`src/rtl/core/tss_pkg.sv`:
```
package tss_pkg;

  localparam int FUNC_W   = 2;
  localparam int BUD_IN_W = 16;
  localparam int TID_O_W  = 4;
  localparam int STAT_W   = 2;
  localparam int QUANT_W  = 8;

  localparam logic [QUANT_W-1:0] QUANT_RESET = 8'd20;

  localparam logic [FUNC_W-1:0] FUNC_CREATE = 2'd0;
  localparam logic [FUNC_W-1:0] FUNC_TICK   = 2'd1;
  localparam logic [FUNC_W-1:0] FUNC_EXIT   = 2'd2;
  localparam logic [FUNC_W-1:0] FUNC_NOP    = 2'd3;

  localparam logic [STAT_W-1:0] STATUS_OK   = 2'd0;
  localparam logic [STAT_W-1:0] STATUS_FULL = 2'd1;
  localparam logic [STAT_W-1:0] STATUS_HALT = 2'd2;

endpackage

```
`src/rtl/core/tss_if.sv`:
```
interface tss_req_if;
  import tss_pkg::*;
  logic                valid;
  logic                ready;
  logic [FUNC_W-1:0]   func;
  logic                priority_req;
  logic [BUD_IN_W-1:0] budget_ticks;

  modport source (output valid, func, priority_req, budget_ticks, input ready);
  modport sink   (input valid, func, priority_req, budget_ticks, output ready);
endinterface

interface tss_rsp_if;
  import tss_pkg::*;
  logic               valid;
  logic               ready;
  logic [TID_O_W-1:0] running_tid;
  logic [TID_O_W-1:0] created_tid;
  logic [STAT_W-1:0]  status;
  logic               switched;

  modport source (output valid, running_tid, created_tid, status, switched, input ready);
  modport sink   (input valid, running_tid, created_tid, status, switched, output ready);
endinterface

```
`src/rtl/core/two_level_sjf_rr_thread_scheduler.sv`:
```
// Flow, accept to result valid: a no-op or a halted block answers directly; exit runs a pick;
// tick reads the runner's slot and runs a pick when the thread leaves or its slice expires;
// create scans for a free slot from 1 up, and a high create adds a compare and an insert walk.
// The block takes one item at a time; the next item is accepted in the cycle after the result
// loads. The preemption check and the insert walk share one compare unit.
// Reset (rst, synchronous): slot 0 runs, queues empty, quantum 20; no clearing pass.
module two_level_sjf_rr_thread_scheduler #(
  parameter int MAX_THREADS = 16,
  parameter int BUDGET_BITS = 16
) (
  input  logic                   clk,
  input  logic                   rst,
  input  logic                   quantum_we,
  input  logic [tss_pkg::QUANT_W-1:0] quantum_wdata,
  tss_req_if.sink                req,
  tss_rsp_if.source              rsp
);
  import tss_pkg::*;

  localparam int TID_W = $clog2(MAX_THREADS);
  localparam int CNT_W = $clog2(MAX_THREADS + 1);
  localparam int QDEP  = 1 << TID_W;
  localparam int SW    = QUANT_W + BUDGET_BITS;
  localparam int HW    = BUDGET_BITS + TID_W;
  localparam logic [TID_W-1:0] LAST_TID = TID_W'(MAX_THREADS - 1);

  typedef enum logic [3:0] {
    S_IDLE, S_FIND, S_CR_RD, S_CR_CMP, S_TK_RD, S_TK_EXE,
    S_PK_ISSUE, S_PK_DATA, S_INS_RD, S_INS_CMP, S_DONE
  } state_t;

  state_t state;

  logic [QUANT_W-1:0]     quantum;
  logic [MAX_THREADS-1:0] busy, high, vld;
  logic [CNT_W-1:0]       lcount, hcount, j;
  logic [TID_W-1:0]       lhead, hhead, current, prev_tid, idx, created;
  logic                   halted, hi_req, sel_high;
  logic [BUDGET_BITS-1:0] bud_req, ins_key;
  logic [TID_W-1:0]       ins_tid;
  logic [STAT_W-1:0]      st;
  logic                   rd_vld;

  logic                   rsp_valid, rsp_switched, rsp_load;
  logic [TID_O_W-1:0]     rsp_running, rsp_created;
  logic [STAT_W-1:0]      rsp_status;

  // memory ports
  logic             s_we, f_we, h_we;
  logic [TID_W-1:0] s_waddr, f_waddr, h_waddr, h_raddr;
  logic [SW-1:0]    s_wdata, s_rdata;
  logic [TID_W-1:0] f_rdata;
  logic [HW-1:0]    h_wdata, h_rdata;

  logic [QUANT_W-1:0]     q_eff, rd_slice, new_slice;
  logic [BUDGET_BITS-1:0] rd_budget, new_budget, h_rkey;
  logic                   gone, expire, lpush;
  logic [BUDGET_BITS-1:0] cmp_a, cmp_b;
  logic                   cmp_lt;

  assign q_eff     = (quantum == '0) ? QUANT_W'(1) : quantum;
  assign rd_budget = rd_vld ? s_rdata[BUDGET_BITS-1:0] : '0;
  assign rd_slice  = rd_vld ? s_rdata[SW-1:BUDGET_BITS] : QUANT_RESET;
  assign h_rkey    = h_rdata[HW-1:TID_W];

  // shared compare: new budget against runner, or new key against queue entry
  assign cmp_a  = (state == S_INS_CMP) ? ins_key : bud_req;
  assign cmp_b  = (state == S_INS_CMP) ? h_rkey : rd_budget;
  assign cmp_lt = cmp_a < cmp_b;

  always_comb begin
    new_budget = rd_budget;
    if (current != '0 && rd_budget != '0) begin
      new_budget = rd_budget - BUDGET_BITS'(1);
    end
    gone   = (current != '0) && (new_budget == '0);
    expire = !gone && !high[current] && (rd_slice <= QUANT_W'(1));
    if (high[current]) begin
      new_slice = rd_slice;
    end else if (expire) begin
      new_slice = q_eff;
    end else begin
      new_slice = rd_slice - QUANT_W'(1);
    end
  end

  always_comb begin
    s_we    = 1'b0;
    s_waddr = idx;
    s_wdata = {q_eff, bud_req};
    lpush   = 1'b0;
    f_waddr = lhead + lcount[TID_W-1:0];
    f_we    = 1'b0;
    h_we    = 1'b0;
    h_waddr = hhead + j[TID_W-1:0];
    h_wdata = {ins_key, ins_tid};
    h_raddr = (state == S_INS_RD) ? hhead + j[TID_W-1:0] - TID_W'(1) : hhead;
    case (state)
      S_FIND: begin
        if (!busy[idx]) begin
          s_we  = 1'b1;
          lpush = !hi_req;
        end
      end
      S_TK_EXE: begin
        s_we    = !gone;
        s_waddr = current;
        s_wdata = {new_slice, new_budget};
        lpush   = expire;
      end
      S_INS_RD: begin
        h_we = (j == '0);
      end
      S_INS_CMP: begin
        h_we = 1'b1;
        if (cmp_lt) begin
          h_wdata = h_rdata;
        end
      end
      default: ;
    endcase
    f_we = lpush && (lcount < CNT_W'(MAX_THREADS));
  end

  tss_ram #(.WIDTH(SW), .DEPTH(MAX_THREADS)) u_slot (
    .clk, .we(s_we), .waddr(s_waddr), .wdata(s_wdata), .raddr(current), .rdata(s_rdata)
  );

  tss_ram #(.WIDTH(TID_W), .DEPTH(QDEP)) u_low (
    .clk, .we(f_we), .waddr(f_waddr), .wdata(state == S_FIND ? idx : current),
    .raddr(lhead), .rdata(f_rdata)
  );

  tss_ram #(.WIDTH(HW), .DEPTH(QDEP)) u_high (
    .clk, .we(h_we), .waddr(h_waddr), .wdata(h_wdata), .raddr(h_raddr), .rdata(h_rdata)
  );

  assign req.ready = (state == S_IDLE);
  assign rsp_load  = (state == S_DONE) && (!rsp_valid || rsp.ready);

  always_ff @(posedge clk) begin
    if (rst) begin
      state     <= S_IDLE;
      quantum   <= QUANT_RESET;
      busy      <= MAX_THREADS'(1);
      high      <= '0;
      vld       <= '0;
      lcount    <= '0;
      hcount    <= '0;
      lhead     <= '0;
      hhead     <= '0;
      current   <= '0;
      halted    <= 1'b0;
      rsp_valid <= 1'b0;
    end else begin
      if (quantum_we) begin
        quantum <= quantum_wdata;
      end
      if (rsp_load) begin
        rsp_valid <= 1'b1;
      end else if (rsp.ready) begin
        rsp_valid <= 1'b0;
      end
      rd_vld <= vld[current];
      if (f_we) begin
        lcount <= lcount + CNT_W'(1);
      end
      case (state)
        S_IDLE: begin
          if (req.valid) begin
            prev_tid <= current;
            created  <= '0;
            st       <= STATUS_OK;
            hi_req   <= req.priority_req;
            bud_req  <= BUDGET_BITS'(req.budget_ticks);
            idx      <= TID_W'(1);
            if (halted) begin
              st    <= STATUS_HALT;
              state <= S_DONE;
            end else begin
              case (req.func)
                FUNC_CREATE: state <= S_FIND;
                FUNC_TICK:   state <= S_TK_RD;
                FUNC_EXIT: begin
                  busy[current] <= 1'b0;
                  high[current] <= 1'b0;
                  vld[current]  <= 1'b0;
                  state         <= S_PK_ISSUE;
                end
                default:     state <= S_DONE;
              endcase
            end
          end
        end
        S_FIND: begin
          if (!busy[idx]) begin
            created   <= idx;
            busy[idx] <= 1'b1;
            high[idx] <= hi_req;
            vld[idx]  <= 1'b1;
            state     <= hi_req ? S_CR_RD : S_DONE;
          end else if (idx == LAST_TID) begin
            st    <= STATUS_FULL;
            state <= S_DONE;
          end else begin
            idx <= idx + TID_W'(1);
          end
        end
        S_CR_RD: state <= S_CR_CMP;
        S_CR_CMP: begin
          // a shorter budget takes the processor; the runner waits sorted
          if (cmp_lt) begin
            ins_key <= rd_budget;
            ins_tid <= current;
            current <= created;
          end else begin
            ins_key <= bud_req;
            ins_tid <= created;
          end
          j     <= hcount;
          state <= (hcount < CNT_W'(MAX_THREADS)) ? S_INS_RD : S_DONE;
        end
        S_INS_RD: begin
          if (j == '0) begin
            hcount <= hcount + CNT_W'(1);
            state  <= S_DONE;
          end else begin
            state <= S_INS_CMP;
          end
        end
        S_INS_CMP: begin
          if (cmp_lt) begin
            j     <= j - CNT_W'(1);
            state <= S_INS_RD;
          end else begin
            hcount <= hcount + CNT_W'(1);
            state  <= S_DONE;
          end
        end
        S_TK_RD: state <= S_TK_EXE;
        S_TK_EXE: begin
          if (gone) begin
            busy[current] <= 1'b0;
            high[current] <= 1'b0;
            vld[current]  <= 1'b0;
            state         <= S_PK_ISSUE;
          end else begin
            vld[current] <= 1'b1;
            state        <= expire ? S_PK_ISSUE : S_DONE;
          end
        end
        S_PK_ISSUE: begin
          if (hcount != '0) begin
            sel_high <= 1'b1;
            state    <= S_PK_DATA;
          end else if (lcount != '0) begin
            sel_high <= 1'b0;
            state    <= S_PK_DATA;
          end else begin
            halted <= 1'b1;
            st     <= STATUS_HALT;
            state  <= S_DONE;
          end
        end
        S_PK_DATA: begin
          if (sel_high) begin
            current <= h_rdata[TID_W-1:0];
            hhead   <= hhead + TID_W'(1);
            hcount  <= hcount - CNT_W'(1);
          end else begin
            current <= f_rdata;
            lhead   <= lhead + TID_W'(1);
            lcount  <= lcount - CNT_W'(1);
          end
          state <= S_DONE;
        end
        S_DONE: begin
          if (rsp_load) begin
            rsp_running  <= TID_O_W'(current);
            rsp_created  <= (st == STATUS_OK) ? TID_O_W'(created) : '0;
            rsp_status   <= st;
            rsp_switched <= (st != STATUS_HALT) && (current != prev_tid);
            state        <= S_IDLE;
          end
        end
        default: state <= S_IDLE;
      endcase
    end
  end

  assign rsp.valid       = rsp_valid;
  assign rsp.running_tid = rsp_running;
  assign rsp.created_tid = rsp_created;
  assign rsp.status      = rsp_status;
  assign rsp.switched    = rsp_switched;

`ifndef SYNTHESIS
  a_queue_total: assert property (@(posedge clk) disable iff (rst)
    (CNT_W + 1)'(lcount) + (CNT_W + 1)'(hcount) <= (CNT_W + 1)'(MAX_THREADS))
    else $error("ready queues hold more entries than slots");
  a_halt_sticky: assert property (@(posedge clk) disable iff (rst)
    halted |=> halted)
    else $error("halted cleared without reset");
  a_full_no_tid: assert property (@(posedge clk) disable iff (rst)
    (rsp.valid && rsp.status == STATUS_FULL) |-> (rsp.created_tid == '0 && !rsp.switched))
    else $error("failed create reports a slot or a switch");
`endif

endmodule

```
`src/rtl/core/tss_ram.sv`:
```
module tss_ram #(
  parameter int WIDTH = 8,
  parameter int DEPTH = 16
) (
  input  logic                     clk,
  input  logic                     we,
  input  logic [$clog2(DEPTH)-1:0] waddr,
  input  logic [WIDTH-1:0]         wdata,
  input  logic [$clog2(DEPTH)-1:0] raddr,
  output logic [WIDTH-1:0]         rdata
);

  logic [WIDTH-1:0] mem [DEPTH];

  always_ff @(posedge clk) begin
    if (we) begin
      mem[waddr] <= wdata;
    end
    rdata <= mem[raddr];
  end

endmodule
```
`src/flat_wrapper.sv`:
```
// flat-port wrapper written by rule: the top's interface ports become plain ports
module two_level_sjf_rr_thread_scheduler_flat import tss_pkg::*;
#(
  parameter int MAX_THREADS = 16,
  parameter int BUDGET_BITS = 16
)
  (clk, rst, quantum_we, quantum_wdata, req_valid, req_func, req_priority_req, req_budget_ticks, req_ready, rsp_valid, rsp_running_tid, rsp_created_tid, rsp_status, rsp_switched, rsp_ready);
  tss_req_if req_i ();
  tss_rsp_if rsp_i ();
  input  logic clk;
  input  logic rst;
  input  logic quantum_we;
  input  logic [tss_pkg::QUANT_W-1:0] quantum_wdata;
  input wire logic [$bits(req_i.valid)-1:0] req_valid;
  input wire logic [$bits(req_i.func)-1:0] req_func;
  input wire logic [$bits(req_i.priority_req)-1:0] req_priority_req;
  input wire logic [$bits(req_i.budget_ticks)-1:0] req_budget_ticks;
  output wire logic [$bits(req_i.ready)-1:0] req_ready;
  output wire logic [$bits(rsp_i.valid)-1:0] rsp_valid;
  output wire logic [$bits(rsp_i.running_tid)-1:0] rsp_running_tid;
  output wire logic [$bits(rsp_i.created_tid)-1:0] rsp_created_tid;
  output wire logic [$bits(rsp_i.status)-1:0] rsp_status;
  output wire logic [$bits(rsp_i.switched)-1:0] rsp_switched;
  input wire logic [$bits(rsp_i.ready)-1:0] rsp_ready;
  assign req_i.valid = req_valid;
  assign req_i.func = req_func;
  assign req_i.priority_req = req_priority_req;
  assign req_i.budget_ticks = req_budget_ticks;
  assign req_ready = req_i.ready;
  assign rsp_valid = rsp_i.valid;
  assign rsp_running_tid = rsp_i.running_tid;
  assign rsp_created_tid = rsp_i.created_tid;
  assign rsp_status = rsp_i.status;
  assign rsp_switched = rsp_i.switched;
  assign rsp_i.ready = rsp_ready;
  two_level_sjf_rr_thread_scheduler #(.MAX_THREADS(MAX_THREADS), .BUDGET_BITS(BUDGET_BITS)) u_core (.clk(clk), .rst(rst), .quantum_we(quantum_we), .quantum_wdata(quantum_wdata), .req(req_i), .rsp(rsp_i));
endmodule
```
`config.mk`:
```
export PLATFORM = sky130hd
export DESIGN_NAME = two_level_sjf_rr_thread_scheduler_flat
export DESIGN_NICKNAME = d
export VERILOG_FILES = /design/src/rtl/core/tss_pkg.sv /design/src/rtl/core/tss_if.sv /design/src/rtl/core/two_level_sjf_rr_thread_scheduler.sv /design/src/rtl/core/tss_ram.sv /design/src/flat_wrapper.sv
export SDC_FILE = /design/constraint.sdc
export NUM_CORES = 1
export LEC_CHECK = 0
export BUFFER_PORTS_ARGS = -buffer_cell sky130_fd_sc_hd__buf_2
export CELL_PAD_IN_SITES_DETAIL_PLACEMENT = 2
export CELL_PAD_IN_SITES_GLOBAL_PLACEMENT = 2
export CORE_MARGIN = 4
export CORE_UTILIZATION = 50
export DETAILED_ROUTE_END_ITERATION = 10
export PLACE_DENSITY = 0.82
export SLEW_MARGIN = 20
export SYNTH_ARGS = -nofsm -noshare
export SYNTH_HDL_FRONTEND = slang
export SYNTH_HIERARCHICAL = 1
export SYNTH_SLANG_ARGS = --single-unit
```
`constraint.sdc`:
```
create_clock -name clk -period 14.4 [get_ports clk]
set_clock_uncertainty 0.1 [all_clocks]
set_input_delay 2.16 -clock clk [delete_from_list [all_inputs] [get_ports clk]]
set_output_delay 2.16 -clock clk [all_outputs]
set_load 0.01 [all_outputs]
```
Word-level counts from Yosys, hierarchy flattened --
Memories as Yosys holds them, arrays and structs flattened. A register that Yosys moved wholly into a read port is not among the register bits. Index checks and enable logic that the tools add are counted.
Cells by class: reductions and logical operators 48, $add $sub $neg 13, muxes and demuxes 100, equal/unequal tests 32, bitwise logic cells 11, magnitude comparators 8
Operator list (number):
- $mux 16 | 20
- $pmux 16 s3 | 3
- $mux 4 | 21
- $and 16x16->16 | 3
- $or 16x16->16 | 3
- $pmux 4 s11 | 1
- $mux 20 | 2
- $mux 5 | 7
- $mux 8 | 4
- $mux 24 | 1
- $pmux 4 s2 | 3
- $ne 2x2->1 const B | 11
- $mux 2 | 9
- $reduce_and 3->1 | 6
- $bwmux 16 | 1
- $eq 4x3->1 const B | 4
- $eq 4x4->1 const B | 4
- $logic_not 16->1 | 1
- $lt 16x16->1 | 1
- $mux 1 | 16
- $not 16->16 | 1
- $reduce_bool 16->1 | 1
- $sub 16x1->16 const B | 1
- $pmux 5 s3 | 1
- 40 further kinds | 87
Storage, ports and cells: input port bits 32, word-level logic and storage cells 242, memory bits (writable) 768, output and inout bits 13, memories 3, flip-flop bits (word level) 153
Memory list:
- u_core.u_slot.mem | depth 16, width 24, rd ports 1, clocked after Yosys merged registers in 1, write ports 1, RTL line tss_ram.sv:13 | logic [WIDTH-1:0] mem [DEPTH];
- u_core.u_high.mem | depth 16, width 20, rd ports 1, clocked after Yosys merged registers in 1, write ports 1, RTL line tss_ram.sv:13
- u_core.u_low.mem | depth 16, width 4, rd ports 1, clocked after Yosys merged registers in 1, write ports 1, RTL line tss_ram.sv:13

Logic depth before layout (Yosys ltp) --
Gate-level depths: netlist of run 1.
word-level depth 14, gate-level depth with buffers 19, gate-level depth less buffers 13

Cells and area by module --
The synthesis of run 1 kept the hierarchy.
By module, submodules not included:
- tss_ram at u_core.u_slot | sequential area each 12011.5 um2, area each 14930.6 um2, times used 1, cells an instance 636
- tss_ram at u_core.u_high | sequential area each 10009.6 um2, area each 12530.8 um2, times used 1, cells an instance 533
- two_level_sjf_rr_thread_scheduler | sequential area each 3753.6 um2, area each 10287.4 um2, times used 1, cells an instance 1182
- tss_ram at u_core.u_low | sequential area each 2001.9 um2, area each 2666.3 um2, times used 1, cells an instance 130

Least setup slack after synthesis of run 1 --
OpenSTA, ideal clock, no wires.
path kind flip-flop to flip-flop, from reg u_core.rd_vld, to mem u_core/u_slot/mem[0][0] (netlist name) (enable), path buffers 7, stages on the path, launching flop included 19, arrival 5.668 ns, setup time 0.435 ns, path slack 8.197 ns, required time 13.865 ns, clock period less this slack 6.203 ns, cells stage by stage edfxtp_1 -> buf_2 -> clkbuf_1 -> clkbuf_1 -> buf_1 -> nand2_1 -> ha_1 -> clkbuf_1 -> a21oi_1 -> nor2_1 -> a221o_1 -> and3_1 -> nand4_4 -> and2_1 -> buf_2 -> buf_2 -> or2_1 -> or3b_2 -> nor3_1
Between the ends: longest elaborated chain between the ends 10, elaborated cells between the ends (all ways) 11, those cells by class add/sub: 1; mux: 5; reduce/logical: 5
RTL lines:
- start: declaration | RTL line two_level_sjf_rr_thread_scheduler.sv:42 | logic rd_vld;
- start signal: assignment | RTL line two_level_sjf_rr_thread_scheduler.sv:164 | rd_vld <= vld[current];
- $mux 16 (*) | RTL line two_level_sjf_rr_thread_scheduler.sv:62 | assign rd_budget = rd_vld ? s_rdata[BUDGET_BITS-1:0] : '0;
- parallel branches: the longest is 2 deep, another holds $sub 16x1->16
- $mux 16 (*) | RTL line two_level_sjf_rr_thread_scheduler.sv:73 | if (current != '0 && rd_budget != '0) begin
- $logic_not 16->1 (*) | RTL line two_level_sjf_rr_thread_scheduler.sv:76 | gone = (current != '0) && (new_budget == '0);
- $logic_and 1x1->1 (*) | RTL line two_level_sjf_rr_thread_scheduler.sv:76
- $logic_not 1->1 (*) | RTL line two_level_sjf_rr_thread_scheduler.sv:106 | s_we = !gone;
- $pmux 1 s2 (*) | RTL line two_level_sjf_rr_thread_scheduler.sv:98 | case (state)
- via u_core.s_we | RTL line two_level_sjf_rr_thread_scheduler.sv:49 | logic s_we, f_we, h_we;
- $mux 1 (*) | RTL line tss_ram.sv:16 | if (we) begin
- $mux 1 (not written as such) (*) | RTL line tss_ram.sv:17 | mem[waddr] <= wdata;
- end: declaration | RTL line tss_ram.sv:13
Mark *: on every way through the listed nets, which the timed path passes.

Worst setup path in the final report of run 1 --
from reg u_core.rd_vld, to mem u_core/u_slot/mem[15][11] (netlist name) (enable)
The elaborated chain is that of the path after synthesis.

==> metrics.csv, run 1 <==
stage,metric,value,unit
layout,final_util,0.571,
floorplan,core,79500,um^2
global_route,grt_max_degree,98,
sta,min_period_over_period,0.434,
cts,cts_buffer_depth,3,
pwr,switching_share,0.296,
cts,cts_tree,yes,
worst_setup_path,startpoint_type,register,
pwr,p_sw,2.22,mW
sta,hold_viol,0,
routing,drc,0,
worst_setup_path,crit_cells,12,
routing,vias,24800,
layout,drive_gt1_frac,0.216,
layout,nNetsFinal,2614,
synthesis,yosys_warnings,6,
floorplan,pin_count,45,
layout,regArea,27800,um^2
worst_setup_path,cp_top_family,simple AND/OR/NAND/NOR gates,
routing,wire_per_inst,36.7,um
sta,setup_violations,0,
cts,numCtsBuffers,100,
cts,root_buffer,clkbuf_16,
worst_setup_path,r2r_end,u_core/u_slot/mem[15][11],
synthesis,syn_area,40400,um^2
pwr,power.leakage,14.7,nW
routing,antenna_left,0,
pwr,power_density,166,nW/um^2
floorplan,rows,103,
cts,htreeDepth,3,
worst_setup_path,required,14.62,ns
place,gp_congestion,0.852,
sta,rsz0062_at_grt,false,
global_route,grt_pass1_wl,198000,um
floorplan,start_util,0.508,
floorplan,die_h,292,um
routing,viasPerCell,6.74,
synthesis,synthTopCellsByArea,"edfxtp_1 (62%), mux4_2 (9.9%), dfxtp_1 (6.5%), mux4_1 (2.0%), nand2_1 (1.9%)",
place,dp_hpwl,80500,um
cts,clock_latency,0.68,ns
cts,cts_hold_buf,0,
cts,clock_sinks,969,
synthesis,synth_edf_count,837,
synthesis,syn_avg_cell_area,16.3,um^2
pwr,power.share.combinational,0.176,
worst_setup_path,cp_slowest_stage_delay,0.77,ns
worst_setup_path,cp-end-kind,register,
synthesis,yosysSeqAreaShare,0.687,
layout,multi_input_area,12000,um^2
sta,worst_pin_slew,1.17,ns
global_route,overflow,0,
worst_setup_path,critPathKind,reg -> reg,
worst_setup_path,crit_top_cell,buf_4,
synthesis,synthArstFlopShare,0,
worst_setup_path,r2r_start,u_core/rd_vld,
worst_setup_path,path_buf_inv,3,
pwr,p_clk_frac,0.362,
global_route,grt_antenna_before_repair,3,
synthesis,synth_top_area_share,0.622,
pwr,seq_power_share,0.462,
global_route,grt_pass1_vias,27100,
min_path,min_to,u_core/busy[4],
floorplan,dieWidth,292,um
pwr,vdd_drop_max,157,uV
synthesis,syn_nets,2556,
worst_setup_path,cp_cell_sequence,buf_4 -> clkinv_1 -> a311oi_2 -> or2_0 -> a32oi_1 -> and3_1 -> nand4_4 -> and2_1 -> or2_1 -> nand3_1 -> nor2_2 -> buf_4,
place,port_buffers,44,
min_path,min_path_cells,2,
synthesis,synth-seq-cells,969,
sta,slew_headroom,0.222,
sta,fmax,0.160,GHz
run_status,status,completed,
synthesis,ys_types,79,
floorplan,die-area,85400,um^2
synthesis,yosysTopAreaCell,edfxtp_1,
pwr,p_int,5.29,mW
worst_setup_path,rr_worst_depth,12,
routing,firstDrtPassIters,5,
worst_setup_path,path_max_fanout,44,
layout,antenna_cells_inserted,0,
synthesis,synth_cells,2481,
place,dp_slack,8.59,ns
synthesis,ys_top_cells_by_count,"edfxtp_1 (837), nand2_1 (202), mux4_2 (177)",
pwr,p_total,7.51,mW
routing,wl,135000,um
sta,setup_tns,0,ns
min_path,min-delay-start,u_core/busy[4],
worst_setup_path,r2r_slack,8.15,ns
min_path,hold_class,reg -> reg,
worst_setup_path,cp_slowest_cell,nor2_2,
cts,cts.repair.resized,0,
sta,fin_ws,8.15,ns
sta,period_needed,6.25,ns
layout,area_delta_synth_final,12.2,%
cts,post_cts_buffers,0,
global_route,track_usage,0.314,
flow_run,cap_violations,0,
cts,clk_pin_slew,0.06,ns
routing,drtIter0Drc,2900,
synthesis,synthFlopType,edfxtp_1,
sta,slew_violations,0,
layout,fillers,6668,
synthesis,synthMostInstantiatedCell,edfxtp_1,
worst_setup_path,arrival,6.47,ns
==> per-stage QoR <==
stage          std cells  hold slack, ns  cell area, um^2
2_1_floorplan       2481           0.335            40400
3_3_place_gp        3485           0.347            41900
3_5_place_dp        3486           0.357            41900
4_1_cts             3675           0.369            45300
5_1_grt             3676           0.400            45400
6_report            3676           0.375            45400
==> logic make-up (layout without fill, tap and decap cells) <==
group                      after synthesis  after routing  share of synthesized area
muxes                                  269            269                      0.135
DFF                                    969            969                      0.687
xor gates and xnor gates                34             34                    0.00737
AOI/OAI and AO/OA                      421            421                     0.0695
and+or+nand+nor                        550            550                     0.0649
buffers and inverters                  195            340                     0.0224
adders and majority gates               43             43                     0.0139
==> final cells by class <==
cell class / instances / area share
Clock buffer: 132 / 0.0598
Timing Repair Buffer: 109 / 0.0159
Clock inverter: 57 / 0.0152
Inverter: 42 / 0.00348
Multi-Input combinational cell: 1317 / 0.264
Sequential cell: 969 / 0.612
Tap cell: 1050 / 0.0290
==> how the worst max path moves through the flow <==
stage | startpoint | to | slack [ns]
after floorplan | u_core/rd_vld | u_core/u_slot/mem[0][0] | 8.20
after global placement | req_func[0] | u_core/u_low/mem[0][1] | 8.97
after detailed placement | u_core/rd_vld | u_core/u_slot/mem[12][13] | 8.59
after CTS | u_core/rd_vld | u_core/u_slot/mem[15][11] | 8.43
after global routing | u_core/rd_vld | u_core/u_slot/mem[12][13] | 8.05
final | u_core/rd_vld | u_core/u_slot/mem[15][11] | 8.15
==> metal layers <==
metal,part of all wire,GRT usage
met2,0.52,0.558
met1,0.39,0.409
met3,0.060,0.0427
met4,0.030,0.0880
met5,0.000096,0
==> cells in the final DEF, fill, tap and decap left out, types with 14 or more instances in the layout <==
cell,instances
xor2_1,15
nand2b_1,20
a22oi_1,92
a311oi_1,15
nand3_1,27
xnor2_1,19
nand2_1,202
a31oi_1,20
nor2_2,16
mux4_2,177
edfxtp_1,837
a21oi_1,110
clkbuf_1,24
ha_1,40
a21o_1,27
inv_1,39
buf_2,44
and3_1,14
mux4_1,30
dfxtp_1,130
clkinv_1,15
nor2_1,115
o21ai_0,75
mux2i_1,22
clkinv_2,21
mux2_2,40
clkbuf_16,101
nor3_1,36
buf_4,63
==> power groups by stage <==
stage | registers (mW) | clock network, mW | logic, mW
detailed placement | 3.51 | 0 | 1.28
finish | 3.47 | 2.72 | 1.33
floorplan | 3.41 | 0 | 0.871
global route | 3.48 | 2.89 | 1.41
CTS | 3.46 | 2.76 | 1.31
global placement | 3.49 | 0 | 1.16
==> state kept, by name, summed over array words and instances (netlist names), 5 cells and up <==
| register | flops |
|---|---|
| u_core/bud_req | 16 |
| u_core/u_high/rdata | 20 |
| u_core/hcount | 5 |
| u_core/ins_key | 16 |
| u_core/u_low/mem | 64 |
| u_core/j | 5 |
| u_core/vld | 16 |
| u_core/u_slot/mem | 384 |
| u_core/high | 16 |
| u_core/lcount | 5 |
| u_core/busy | 16 |
| u_core/quantum | 8 |
| u_core/u_high/mem | 320 |
| u_core/u_slot/rdata | 24 |
==> tightest hold or removal path: stages, from the launching register on <==
cell	delay (ns)
dfxtp_1	0.31
nand2_1	0.05
o2bb2ai_1	0.07
No activity file was read; power rests on OpenSTA's default activity.
==> run 2: changes to the inputs <==
- CORE_UTILIZATION: 50 -> 48
- PLACE_DENSITY: 0.82 -> 0.8
- clock period: 14.4 -> 6.2 ns (I/O delays scaled with it)
==> metrics.csv, run 2 (same netlist as run 1, synthesis figures left out) <==
stage,metric,value,unit
run_status,status,completed,
global_route,grt_pass1_vias,26200,
worst_setup_path,cp_slowest_cell,edfxtp_1,
worst_setup_path,critPathKind,reg -> reg,
worst_setup_path,startpoint_type,register,
sta,finalHoldWorstSlack,0.349,ns
sta,slew_violations,0,
cts,cts_tree,yes,
layout,fin_area,45500,um^2
routing,vias,24100,
worst_setup_path,required,6.44,ns
cts,post_cts_buffers,0,
routing,wl,126000,um
cts,cts.repair.resized,0,
global_route,grt_antenna_before_repair,1,
place,dpl_cell_area,42000,um^2
pwr,power.leakage,14.8,nW
worst_setup_path,cp-end-kind,register,
layout,regArea,27800,um^2
sta,fmax,0.177,GHz
global_route,track_usage,0.282,
cts,clk_pin_slew,0.06,ns
routing,drc,0,
cts,numCtsBuffers,103,
worst_setup_path,cp_slowest_stage_delay,0.99,ns
floorplan,rows,106,
cts,root_buffer,clkbuf_16,
sta,setup_tns,0,ns
cts,htreeDepth,3,
routing,wire_per_inst,33.9,um
layout,finalNonFillerCells,3718,
pwr,power_density,380,nW/um^2
cts,clock_sinks,969,
layout,fillers,7220,
layout,drive_gt1_frac,0.217,
place,dp_slack,0.778,ns
sta,fin_ws,0.552,ns
layout,area_delta_synth_final,12.5,%
sta,min_period_over_period,0.911,
routing,firstDrtPassIters,5,
worst_setup_path,path_max_fanout,17,
place,dp_hpwl,76200,um
place,post-place-cells,3521,
global_route,grt_pass1_wl,186000,um
pwr,vdd_drop_max,368,uV
layout,final_common_cell,edfxtp_1,
layout,final_cell_mix,"edfxtp_1 (837), nand2_1 (202), mux4_2 (177)",
sta,period_needed,5.65,ns
sta,slew_headroom,0.230,
pwr,p_total,17.3,mW
min_path,hold_class,in -> reg,
sta,worst_pin_slew,1.15,ns
flow_run,cap_violations,0,
layout,multi_input_area,12000,um^2
global_route,grt_max_degree,103,
floorplan,dieWidth,298,um
layout,nNetsFinal,2623,
place,gp_congestion,0.819,
worst_setup_path,arrival,5.89,ns
place,port_buffers,44,
cts,clock_latency,0.67,ns
floorplan,die_h,298,um
sta,hold_viol,0,
sta,rsz0062_at_grt,false,
floorplan,pin_count,45,
routing,drtIter0Drc,2298,
layout,top_regs,"u_core/u_slot/mem x384, u_core/u_high/mem x320, u_core/u_low/mem x64",
floorplan,die-area,88900,um^2
cts,cts_buffer_depth,3,
layout,largest_reg_flops,384,
worst_setup_path,cp_cell_sequence,nand2_1 -> ha_1 -> a21oi_1 -> or2_0 -> a32oi_1 -> and3_1 -> nand4_4 -> and2_1 -> or2_1 -> or3b_2 -> nor3_4 -> buf_4,
sta,setup_violations,0,
floorplan,core,83600,um^2
floorplan,start_util,0.484,
layout,top_register,u_core/u_slot/mem,
cts,cts_hold_buf,0,
global_route,overflow,0,
routing,viasPerCell,6.48,
routing,antenna_left,0,
layout,final_util,0.544,
[run 2: changes by cell type in the layout (fill, tap and decap cells not counted), moves of 2 or more]
cell,before,now
nor2_2,16,14
buf_4,63,68
clkinv_1,15,21
clkinv_4,2,4
bufinv_16,13,10
o21ai_2,3,1
clkbuf_16,101,105
clkbuf_1,24,22
clkinv_2,21,23
[run 2: path summary, 6_finish.rpt]
check,cells after the start,end,slack [ns],startpoint
worst max-delay path,12,u_core/u_slot/mem[0][1],0.55,u_core/rd_vld
worst min-delay path,1,u_core/bud_req[7],0.35,req_budget_ticks[7]
worst max register to register,12,u_core/u_slot/mem[0][1],0.55,u_core/rd_vld
worst min register to register,1,u_core/busy[1],0.38,u_core/busy[1]
[run 2: cell type report]
cell class,instances,area share
inverters,42,0.00347
multi-input cells,1317,0.264
clock inverters,61,0.0128
well taps,1080,0.0297
diodes,1,0.0000550
clock buffers,133,0.0614
repair buffers,115,0.0176
flip-flops and latches,969,0.611
[run 2: report_power, final]
part	switching, mW	total (mW)	internal [mW]	leakage (nW)
clock network	2.63	6.23	3.59	1.66
logic	2.00	3.03	1.02	4.44
registers	0.405	8.04	7.64	8.66
[run 2: critical path: cells and delay by family, from the launching register on]
| family | cells | cell delay (ns) |
|---|---|---|
| AND/OR/NAND/NOR | 8 | 2.81 |
| flip-flops | 1 | 0.99 |
| AO/OA/AOI/OAI | 2 | 0.52 |
| buffers and inverters | 1 | 0.44 |
| adder cells (fa/ha/maj) | 1 | 0.40 |
[run 2: layer usage]
| metal | global-route usage | wire length [um] | up-vias |
|---|---|---|---|
| li1 | - | - | 9996 |
| met1 | 0.371 | 50900 | 13100 |
| met2 | 0.501 | 65500 | 838 |
| met3 | 0.0292 | 5990 | 203 |
| met4 | 0.0815 | 3540 | 0 |
| met5 | 0 | 0 | - |
==> run 3: changes to the inputs <==
- CORE_MARGIN: 4 -> 10
==> metrics.csv, run 3 (same netlist as run 1, synthesis figures left out) <==
stage,metric,value,unit
min_path,min-delay-start,req_budget_ticks[8],
worst_setup_path,cp_top_family,compound AO/OA/AOI/OAI gates,
place,port_buffers,44,
sta,worst_pin_slew,1.12,ns
global_route,grt_pass1_wl,185000,um
sta,finalHoldWorstSlack,0.326,ns
pwr,power_density,381,nW/um^2
layout,top_register,u_core/u_slot/mem,
layout,largest_reg_flops,384,
sta,setup_violations,0,
min_path,min_to,u_core/bud_req[8],
floorplan,start_util,0.484,
sta,hold_viol,0,
sta,period_needed,5.40,ns
worst_setup_path,path_buf_inv,1,
layout,area_delta_synth_final,12.7,%
routing,firstDrtPassIters,7,
sta,min_period_over_period,0.870,
cts,clock_sinks,969,
routing,wl,126000,um
min_path,min_path_cells,1,
pwr,power.leakage,14.8,nW
worst_setup_path,r2r_end,u_core/u_high/mem[9][18],
cts,clock_latency,0.68,ns
routing,vias,24100,
global_route,track_usage,0.263,
worst_setup_path,required,6.46,ns
cts,cts_buffer_depth,3,
place,dp_hpwl,78600,um
routing,viasPerCell,6.47,
sta,slew_headroom,0.251,
cts,clk_pin_slew,0.06,ns
layout,final_common_cell,edfxtp_1,
layout,drive_gt1_frac,0.217,
worst_setup_path,cp_slowest_stage_delay,0.85,ns
floorplan,core,83600,um^2
cts,numCtsBuffers,101,
layout,nNetsFinal,2627,
worst_setup_path,cp-end-kind,register,
place,gp_congestion,0.842,
floorplan,die_h,310,um
worst_setup_path,cp_slowest_cell,nor4bb_4,
global_route,grt_antenna_before_repair,10,
flow_run,cap_violations,0,
floorplan,rows,106,
pwr,vdd_drop_max,294,uV
sta,setup_tns,0,ns
routing,drc,0,
global_route,grt_pass1_vias,26400,
global_route,grt_max_degree,81,
global_route,overflow,0,
run_status,status,completed,
worst_setup_path,critPathKind,reg -> reg,
cts,htreeDepth,3,
worst_setup_path,rr_worst_depth,11,
layout,fillers,7232,
routing,antenna_left,0,
worst_setup_path,cp_cell_sequence,nor4bb_4 -> buf_4 -> mux2_2 -> ha_1 -> a21o_1 -> a21o_1 -> a21oi_1 -> nand2_1 -> a211oi_1 -> o21ba_2 -> mux2_2,
worst_setup_path,startpoint_type,register,
worst_setup_path,path_max_fanout,22,
worst_setup_path,r2r_slack,0.80,ns
worst_setup_path,r2r_start,u_core/state[0],
routing,drtIter0Drc,2285,
floorplan,die-area,96200,um^2
floorplan,dieWidth,310,um
layout,final_cell_mix,"edfxtp_1 (837), nand2_1 (202), mux4_2 (177)",
cts,post_cts_buffers,0,
cts,cts.repair.resized,0,
sta,fmax,0.185,GHz
routing,wire_per_inst,33.9,um
sta,rsz0062_at_grt,false,
worst_setup_path,arrival,5.65,ns
layout,final_util,0.545,
floorplan,pin_count,45,
layout,top_regs,"u_core/u_slot/mem x384, u_core/u_high/mem x320, u_core/u_low/mem x64",
cts,cts_hold_buf,0,
sta,slew_violations,0,
cts,cts_tree,yes,
min_path,hold_class,in -> reg,
cts,root_buffer,clkbuf_16,
==> run 3: cell types whose count changed in the layout (fill, tap and decap cells not counted), sizes merged <==
cell / previous run / this run
inv: 40 / 41
buf: 115 / 121
clkinvlp: 3 / 9
clkinv: 50 / 28
clkbuf: 133 / 145
bufinv: 10 / 8
diode: 1 / 2
==> run 3: final cells by class <==
cell class,instances,area (um^2),area share
repair buffers,121,818,0.0180
diodes,2,5.00,0.000110
clock buffers,145,2880,0.0632
inverters,42,158,0.00346
flip-flops and latches,969,27800,0.610
multi-input cells,1317,12000,0.263
clock inverters,44,549,0.0121
well taps,1080,1350,0.0297
==> run 3: worst max path at each step <==
stage	startpoint	endpoint	slack (ns)	cells past startpoint
after floorplan	u_core/rd_vld	u_core/u_slot/mem[8][0]	0.34	18
after detailed placement	u_core/state[0]	u_core/u_high/mem[12][18]	0.80	11
after global placement	u_core/state[0]	u_core/u_high/mem[12][12]	1.06	11
after global routing	u_core/state[3]	u_core/j[3]	0.52	12
final	u_core/state[0]	u_core/u_high/mem[9][18]	0.80	11
after CTS	u_core/state[0]	u_core/j[2]	0.78	12
==> run 3: power breakdown <==
group / total [mW] / switching (mW) / internal (mW)
clock: 6.26 / 2.67 / 3.59
combinational: 3.04 / 2.02 / 1.03
sequential: 8.04 / 0.402 / 7.64
==> run 3: layer usage <==
layer / track usage / share of wire / vias up
li1: - / - / 9987
met1: 0.340 / 0.40 / 12900
met2: 0.449 / 0.51 / 957
met3: 0.0432 / 0.062 / 242
met4: 0.0883 / 0.032 / 6
met5: 0 / 0.00031 / -
==> run 3: metrics by stage <==
step	std cells	cell area, um^2	setup WS (ns)	total power, mW
after floorplan	2481	40400	0.345	9.94
after global placement	3528	42100	1.06	10.9
after detailed placement	3529	42100	0.799	11.1
after CTS	3718	45500	0.780	17.4
after global routing	3718	45500	0.519	18.0
final	3720	45500	0.804	17.3
